## config.mk

```make
export PLATFORM = sky130hd
export DESIGN_NAME = lzwc_out_q
export DESIGN_NICKNAME = d
export VERILOG_FILES = /design/src/rtl/lzwc_pkg.sv /design/src/rtl/lzwc_out_q.sv
export SDC_FILE = /design/constraint.sdc
export NUM_CORES = 1
export LEC_CHECK = 0
export BUFFER_PORTS_ARGS = -buffer_cell sky130_fd_sc_hd__buf_2
export CORE_UTILIZATION = 40
export DETAILED_ROUTE_END_ITERATION = 6
export GPL_TIMING_DRIVEN = 0
export SLEW_MARGIN = 10
export SYNTH_ARGS = -nofsm -noshare
export SYNTH_HDL_FRONTEND = slang
export SYNTH_SLANG_ARGS = --single-unit
export TNS_END_PERCENT = 30
```

## constraint.sdc

```tcl
create_clock -name i_clk -period 1.5 [get_ports i_clk]
set_input_delay 0.3 -clock i_clk [delete_from_list [all_inputs] [get_ports i_clk]]
set_output_delay 0.3 -clock i_clk [all_outputs]
set_load 0.03 [all_outputs]
```

## src/rtl/lzwc_pkg.sv

```systemverilog
package lzwc_pkg;

    localparam int CODE_W     = 12;
    localparam int DICT_CODES = 1 << CODE_W;
    localparam int BYTE_W     = 8;
    localparam int FIRST_CODE = 256;
    // hash table has twice as many slots as codes
    localparam int SLOT_W     = CODE_W + 1;
    localparam int SLOTS      = 1 << SLOT_W;
    localparam int OUT_TDATA_W = ((CODE_W + 7) / 8) * 8;

    typedef enum logic [2:0] {
        S_CLEAR,
        S_IDLE,
        S_SLOT,
        S_DICT,
        S_MISS,
        S_LAST
    } t_state;

    typedef struct packed {
        logic [CODE_W-1:0] code;
        logic              last;
    } t_beat;

    // dictionary entry: the pair and the slot that points at it
    typedef struct packed {
        logic [CODE_W-1:0] prefix;
        logic [BYTE_W-1:0] byte_val;
        logic [SLOT_W-1:0] slot;
    } t_entry;

    function automatic logic [SLOT_W-1:0] hash(input logic [CODE_W-1:0] prefix,
                                              input logic [BYTE_W-1:0] byte_val);
        logic [SLOT_W-1:0] h;
        h = {1'b0, prefix} ^ {byte_val, {(SLOT_W-BYTE_W){1'b0}}}
            ^ {{(SLOT_W-BYTE_W){1'b0}}, byte_val};
        return h;
    endfunction

endpackage

```

## src/rtl/lzwc_out_q.sv

```systemverilog
// two-entry output queue
module lzwc_out_q (
    input  logic                                i_clk,
    input  logic                                i_rst_n,
    input  logic                                i_push,
    input  lzwc_pkg::t_beat                     i_beat,
    output logic                                o_full,
    output logic                                o_tvalid,
    input  logic                                i_tready,
    output logic [lzwc_pkg::OUT_TDATA_W-1:0]    o_tdata,
    output logic                                o_tlast
);

    lzwc_pkg::t_beat r_mem [2];
    logic            r_wp;
    logic            r_rp;
    logic [1:0]      r_cnt;
    logic            pop;

    assign o_full   = (r_cnt == 2'd2);
    assign o_tvalid = (r_cnt != 2'd0);
    assign pop      = o_tvalid && i_tready;
    assign o_tdata  = {{(lzwc_pkg::OUT_TDATA_W-lzwc_pkg::CODE_W){1'b0}}, r_mem[r_rp].code};
    assign o_tlast  = r_mem[r_rp].last;

    always_ff @(posedge i_clk) begin
        if (i_push) begin
            r_mem[r_wp] <= i_beat;
        end
        if (!i_rst_n) begin
            r_wp  <= 1'b0;
            r_rp  <= 1'b0;
            r_cnt <= 2'd0;
        end else begin
            if (i_push) begin
                r_wp <= ~r_wp;
            end
            if (pop) begin
                r_rp <= ~r_rp;
            end
            case ({i_push, pop})
                2'b10:   r_cnt <= r_cnt + 2'd1;
                2'b01:   r_cnt <= r_cnt - 2'd1;
                default: r_cnt <= r_cnt;
            endcase
        end
    end

endmodule

```

; Word-level counts from Yosys, hierarchy flattened
; Memory sizes are Yosys's and may differ from the RTL's. A register that Yosys moved wholly into a read port is not among the register bits.
; Index checks and enable logic that the tools add are counted.
[word_totals]
mem_count = 1
reg_bits = 4
output_inout_bits = 19
ramBits = 26
in_bits = 17
wordCells = 19
[mem_list]
columns = memory, depth, width, rd, rd_clocked_by_memory_dff, wr, line_no
row1 = r_mem, 2, 13, 1, 1, 1, lzwc_out_q.sv:14  ; lzwc_pkg::t_beat r_mem [2];
[classes]
add_sub_neg = 2
muxes = 5
n_bitwise = 2
eq_ne = 3
reduce_logical = 3
[op_table]
columns = cell, n
row1 = "2-bit == test, second input constant", 2
row2 = 1-bit 2-to-1 mux, 4
row3 = 2-bit case mux with 2 select lines, 1
row4 = 2-bit nonzero test, 2
row5 = "2-bit by 1-bit adder with 2-bit output, second input constant", 1
row6 = "2-bit by 1-bit == test with 1-bit output, second input constant", 1
row7 = 1-bit inverter, 2
row8 = "2-bit by 1-bit subtractor with 2-bit output, second input constant", 1
row9 = 1-bit logical AND, 1

; Longest topological paths before layout
; Gate-level depths: netlist (run 1).
[depth]
word_depth = 4
ltp_mapped = 5
depth_no_buf = 5

; Worst setup path before layout (run 1)
; No wires, ideal clock.
[synth_path]
kind = register -> register
start = register r_cnt[0]
end = register r_cnt[1]
setup_slack_ns = 0.148
setup_time_ns = 0.070
path_stages_with_launch = 5
period_less_slack_ns = 1.352
t_arrival_ns = 1.283
path_buffers = 0
t_required_ns = 1.430
cell_sequence = dfxtp_1 > o21a_1 > ha_1 > or3_1 > a21boi_1
[synth_via]
elab_chain_len = 4
word_cells_on_any_way = 8
cone_classes = add/sub (2) / eq/ne (2) / mux (1) / reduce/logical (3)
[synth_lines]
columns = element, line_no
row1 = from (decl), lzwc_out_q.sv:17  ; logic [1:0] r_cnt;
row2 = from (signal assigned), lzwc_out_q.sv:42  ; 2'b10: r_cnt <= r_cnt + 2'd1;
row3 = from (signal assigned), lzwc_out_q.sv:43  ; 2'b01: r_cnt <= r_cnt - 2'd1;
row4 = from (signal assigned), lzwc_out_q.sv:44  ; default: r_cnt <= r_cnt;
row5 = 2-bit nonzero test *, lzwc_out_q.sv:21  ; assign o_tvalid = (r_cnt != 2'd0);
row6 = 1-bit logical AND *, lzwc_out_q.sv:22  ; assign pop = o_tvalid && i_tready;
row7 = via pop, lzwc_out_q.sv:18  ; logic pop;
row8 = 2-bit by 1-bit == test with 1-bit output or 2-bit == test (tied branches), lzwc_out_q.sv:41  ; case ({i_push, pop})
row9 = 2-bit case mux with 2 select lines or 2-bit nonzero test (tied branches), -
; Mark *: on every way through the listed nets, which the timed path passes. The rest lies on a longest branch.
; A chain may end at the register's enable or synchronous reset.

==> key figures, run 1 <==
Outcome
  • Status: finished, violations left
  • Violated checks: negative setup slack

Finish
  • Final Cell Area: 1620 sq um
  • Layout cells sized above 1: 57.7%
  • Area grow syn2layout: 36.2%
  • Fin util: 58.4%
  • Layout net count: 128
  • # diodes: 0

Placement
  • Port bufs: 31
  • DP HPWL: 1210 microns
  • Dpl cell area: 1400 sq um
  • Gpl congestion: 0.703
  • Placement Setup Slack: -0.277 ns

Die
  • Initial core utilization: 42.9%
  • I/O pin cnt: 36
  • Row cnt: 19
  • Die H: 56.6 microns
  • Core area: 2780 sq um
  • Die area: 3200 sq um
  • Chip width: 56.6 microns

Global routing
  • Vias in the first global route: 684
  • GRT Total Usage: 12.7%
  • Largest net degree at the start of global routing: 15
  • First-pass GRT wire length: 2910 microns
  • GRT Residual Overflow: 0
  • Antenna violations before repair: 0

Synthesis
  • Synth Warn #: 0
  • Post-Synth XOR/XNOR Area: 2.20%
  • Main combinational cell family by area after synthesis: multiplexers
  • #FFs+latches synth: 31
  • Top_reg_cell synth: edfxtp_1
  • Count of different cell masters after synthesis: 18
  • Compound-Gate Fraction of Synth Area: 2.31%
  • Syn Std Cell Area: 1190 sq um
  • Register area share after synthesis: 73.9%
  • Synthesized area per cell: 17.5 sq um
  • Synth Area in Adders: 1.05%
  • Synth top area cells: edfxtp_1 65%, mux2_2 12%, dfxtp_1 8.4%
  • Yosys top cell area share: 65.5%
  • Cell taking the most area after synthesis: edfxtp_1
  • Synth top cells by count: 26 x edfxtp_1, 13 x mux2_2, 5 x dfxtp_1
  • Synthesized instance count: 68
  • Number of synthesized flops with an enable pin: 26
  • Post-synthesis simple-gate area fraction: 4.72%
  • Synth async-reset ratio: 0%
  • Multiplexer area fraction after synthesis: 12.3%
  • Count leader, synth: edfxtp_1

Pwr
  • Max IR drop VDD: 1.17 mV
  • Power Dens Cells: 1550 nW/um^2
  • Pleak: 0.658 nW

Routing
  • WL/cell: 13.2 microns
  • First DRT Iteration DRCs: 9
  • Number of remaining DRC errors: 0
  • Via count: 651
  • Final antenna-violating net count: 0
  • Drt pass-1 iters: 4
  • Avg Vias per Cell: 4.58
  • Final wirelength: 1880 microns

Hold path
  • Worst min-delay path category: in -> reg

Timing
  • Worst Setup Slack, final: -0.114 ns
  • Hold slack: 0.156 ns
  • Final min period: 1.61 ns
  • Unrepaired setup endpoints after global routing: true
  • FMAX: 0.620 GHz
  • Final setup vio count: 13
  • Fin crit share: 108%
  • Slew HR: 52.5%
  • Fin. Hold Viols: 0
  • Slew Viols, Final: 0
  • Setup Skew: 0.0115 ns
  • Worst-Margin Slew: 0.712 ns

Clocking
  • Postcts setup bufs: 0
  • Reg clk slew, reported paths: 0.10 ns
  • Num CTS Buffers: 5
  • CTS Hold Buffers Added: 0
  • Clk buf depth: 2
  • Clk sinks: 31
  • H-tree levels: 2
  • Clock Latency Late Sink: 0.32 ns
  • CTS Root Cell: clkbuf_4
  • CTS tree: built

Run
  • Max-Cap Viols: 0

Critical path
  • CP Data Arrival Time: 1.31 ns
  • Slowest-stage cell, CP: dfxtp_4
  • FF-to-FF Start: r_cnt[1]
  • R2R depth: 5
  • Reg-to-reg setup timing slack: 0.11 ns
  • Delay-heaviest family, CP: flip-flops
  • Startpoint types: flip-flop
  • Setup crit end kind: output pin
  • Critical path class: reg -> out
  • RR Endpoint: r_cnt[1]
  • Crit Path Max Fanout: 5
  • Critical path, cell by cell: clkbuf_16 -> mux2_4 -> buf_6
  • Critical Path RT: 1.20 ns
  • Crit path capture: o_tdata[0]
  • CP bufs+invs: 2
  • CP Depth: 3
  • Max incr delay on CP: 0.40 ns
[routing by layer]
metal	vias up	wire, microns	track usage [%]
met5	-	0	0
met4	0	21	5.23
met3	2	133	6.45
met2	24	999	21.0
met1	303	724	13.7
li1	322	-	-
[what timing repair did]
action                     in CTS  in global routing
resized for setup              32                 12
cloned                          0                  1
setup endpoints to repair      27                 16
[stage by stage]
step	setup TNS [ns]	instances	total power [W]
2_1_floorplan	0	71	0.00165
3_3_place_gp	-4.04	133	0.00180
3_5_place_dp	-3.95	133	0.00182
5_1_grt	-1.83	142	0.00265
4_1_cts	-1.48	141	0.00242
6_report	-1.06	142	0.00253
[layout make-up]
cell class                 count  area (sq um)
buffer                         5          45.0
clock buffer                   5          37.5
clock inverter                 3          15.0
fill                         226          1160
inverter                       1          3.75
multi-input combinational     34           337
sequential                    31           886
tap                           31          38.8
timing repair buffer          32           262
[kinds of logic (layout without fill, tap and decap cells)]
group | after synthesis | after routing
DFF | 31 | 31
other | 1 | 4
muxes | 13 | 13
AOI/OAI and AO/OA | 4 | 4
adders and majority gates | 1 | 1
and+or+nand+nor | 9 | 9
buffers and inverters | 6 | 46
xor gates and xnor gates | 3 | 3
[state kept, by name, summed over array words and instances (netlist names), named ones only]
signal	count
r_mem	26
r_rp	1
r_cnt	2
r_wp	1
[worst min path at each step]
| stage | start | endpoint | cells after the start |
|---|---|---|---|
| 6_report | i_beat[0] | r_mem[1][0] | 1 |
| 5_1_grt | i_beat[8] | r_mem[0][8] | 1 |
| 4_1_cts | i_beat[0] | r_mem[1][0] | 1 |
| 3_5_place_dp | i_beat[6] | r_mem[0][6] | 1 |
| 3_3_place_gp | i_beat[8] | r_mem[1][8] | 1 |
| 2_1_floorplan | i_beat[0] | r_mem[0][0] | 0 |
[placed cells by master, fill, tap and decap left out, types with 2 or more instances in the layout]
| master | count |
|---|---|
| buf_6 | 13 |
| and2_1 | 2 |
| clkinv_2 | 3 |
| edfxtp_1 | 26 |
| mux2_2 | 3 |
| xnor2_1 | 3 |
| nor2b_1 | 3 |
| clkbuf_4 | 5 |
| conb_1 | 4 |
| o21a_1 | 2 |
| buf_2 | 18 |
| dfxtp_1 | 3 |
| mux2_4 | 10 |
| buf_4 | 4 |
[power by group]
group          switching [W]  internal (W)
combinational       0.000472      0.000511
sequential         0.0000669       0.00103
clock               0.000273      0.000174
Note: power is estimated with default switching activity, not from simulation.
==> run 2, diff against run 1 <==
CORE_MARGIN = 5   (was default)
==> key figures, run 2 (synthesized netlist as in run 1, its figures left out) <==
Outcome
  • Status: finished, violations left
  • Violated checks: negative setup slack

Die
  • I/O pin cnt: 36
  • Die area: 4170 sq um
  • Die H: 64.6 microns
  • Row cnt: 19
  • Initial core utilization: 42.5%
  • Core area: 2810 sq um
  • Chip width: 64.6 microns

Routing
  • Number of remaining DRC errors: 0
  • Final antenna-violating net count: 0
  • Drt pass-1 iters: 2
  • First DRT Iteration DRCs: 8
  • Final wirelength: 2090 microns
  • Via count: 672
  • WL/cell: 14.6 microns
  • Avg Vias per Cell: 4.70

Global routing
  • GRT Residual Overflow: 0
  • GR Layer Usage met1: 11.6%
  • Vias in the first global route: 745
  • Met2 Resource Use GR: 18.3%
  • Most Crowded Layer GR: met2
  • Largest net degree at the start of global routing: 15
  • GRT Total Usage: 11.0%
  • Antenna violations before repair: 0
  • First-pass GRT wire length: 3300 microns
  • Met3 track demand over resource: 4.66%

Run
  • Max-Cap Viols: 0

Timing
  • Slew HR: 50.7%
  • Fin. Hold Viols: 0
  • Slew Viols, Final: 0
  • FMAX: 0.640 GHz
  • Hold slack: 0.173 ns
  • Unrepaired setup endpoints after global routing: true
  • Fin crit share: 104%
  • Setup Skew: 0.00660 ns
  • Worst Setup Slack, final: -0.0634 ns
  • Final min period: 1.56 ns
  • Worst-Margin Slew: 0.739 ns
  • Final setup vio count: 13

Clocking
  • CTS tree: built
  • Clk sinks: 31
  • H-tree levels: 2
  • Reg clk slew, reported paths: 0.09 ns
  • Clk buf depth: 2
  • CTS Root Cell: clkbuf_4
  • Clock Latency Late Sink: 0.31 ns
  • Num CTS Buffers: 5

Pwr
  • Power Total: 0.00251 W
  • Part of the power in registers: 43.2%
  • Clock power share: 17.1%
  • Pleak: 0.663 nW
  • Int Power: 0.00172 W
  • P_sw: 0.000784 W
  • Power Dens Cells: 1550 nW/um^2
  • Max IR drop VDD: 0.940 mV
  • Switching share of total power: 31.3%
  • Comb pwr share: 39.7%

Critical path
  • Setup crit end kind: output pin
  • Critical Path RT: 1.20 ns
  • Critical path class: reg -> out
  • R2R depth: 4
  • FF-to-FF Start: r_cnt[1]
  • Reg-to-reg setup timing slack: 0.08 ns
  • Startpoint types: flip-flop
  • Crit Path Max Fanout: 5
  • RR Endpoint: r_cnt[1]
  • CP Data Arrival Time: 1.26 ns

Placement
  • Gpl congestion: 0.628
  • DP HPWL: 1340 microns
  • Port bufs: 31

Finish
  • Layout cells sized above 1: 54.5%
  • Layout net count: 129
  • Commonest non-fill, non-tap cell in the layout: edfxtp_1
  • Top Registers: r_mem x26, r_cnt x2
  • # diodes: 0
  • Commonest cells after routing, fill and taps aside: 26 x edfxtp_1, 18 x buf_2, 15 x buf_6
  • Biggest register: r_mem
  • Area grow syn2layout: 35.6%
  • Largest register FFs: 26

Hold path
  • Hold EP: r_mem[1][0]
  • WHS Path Cells: 1
  • Hold path startpoint: i_beat[0]
  • Worst min-delay path category: in -> reg
## run 2: metal layers
| metal | wire length, microns | up-vias |
|---|---|---|
| met5 | 0 | - |
| met4 | 17 | 0 |
| li1 | - | 326 |
| met3 | 177 | 2 |
| met2 | 1100 | 25 |
| met1 | 795 | 319 |
## run 2: worst max-delay path by stage
stage	to	cells past startpoint
floorplan	r_cnt[1]	4
detailed placement	r_mem[0][5]	3
global route	o_tdata[10]	3
finish	o_tdata[0]	3
global placement	r_mem[0][10]	3
CTS	o_tdata[10]	4
## run 2: final cells by class
cell class                 instances  area [sq um]
buffer                             4          30.0
clock buffer                       8          48.8
fill                             228          1190
inverter                           1          3.75
multi-input combinational         34           335
sequential                        31           886
tap                               31          38.8
timing repair buffer              34           274
## run 2: power by group through the flow
stage          clock network [W]  logic, W  registers (W)
3_5_place_dp                   0  0.000731        0.00109
4_1_cts                 0.000453   0.00107        0.00108
2_1_floorplan                  0  0.000569        0.00108
5_1_grt                 0.000505   0.00105        0.00110
3_3_place_gp                   0  0.000725        0.00109
6_report                0.000429  0.000994        0.00108
## run 2: what timing repair did
| action | in CTS | in global routing |
|---|---|---|
| buffers inserted | 3 | 0 |
| gates cloned | 1 | 0 |
| gates resized for setup | 45 | 6 |
| hold buffers | 0 | 0 |
| endpoints found under the setup margin | 27 | 16 |
## run 2: per-stage QoR
step                worst slack [ns]  setup TNS (ns)  instances  utilization [%]  instance area, sq um
finish                       -0.0634          -0.636        143             57.6                  1620
global route                  -0.123           -1.39        143             57.6                  1620
CTS                           -0.161           -1.77        145             58.4                  1640
detailed placement            -0.299           -4.22        133             49.8                  1400
global placement              -0.278           -4.08        133             49.8                  1400
floorplan                      0.148               0         71                -                  1200
## run 2: critical path: stages (launching register included)
cell and delay [ns]:
dfxtp_4 0.37, buf_6 0.14, mux2_4 0.31, buf_6 0.14
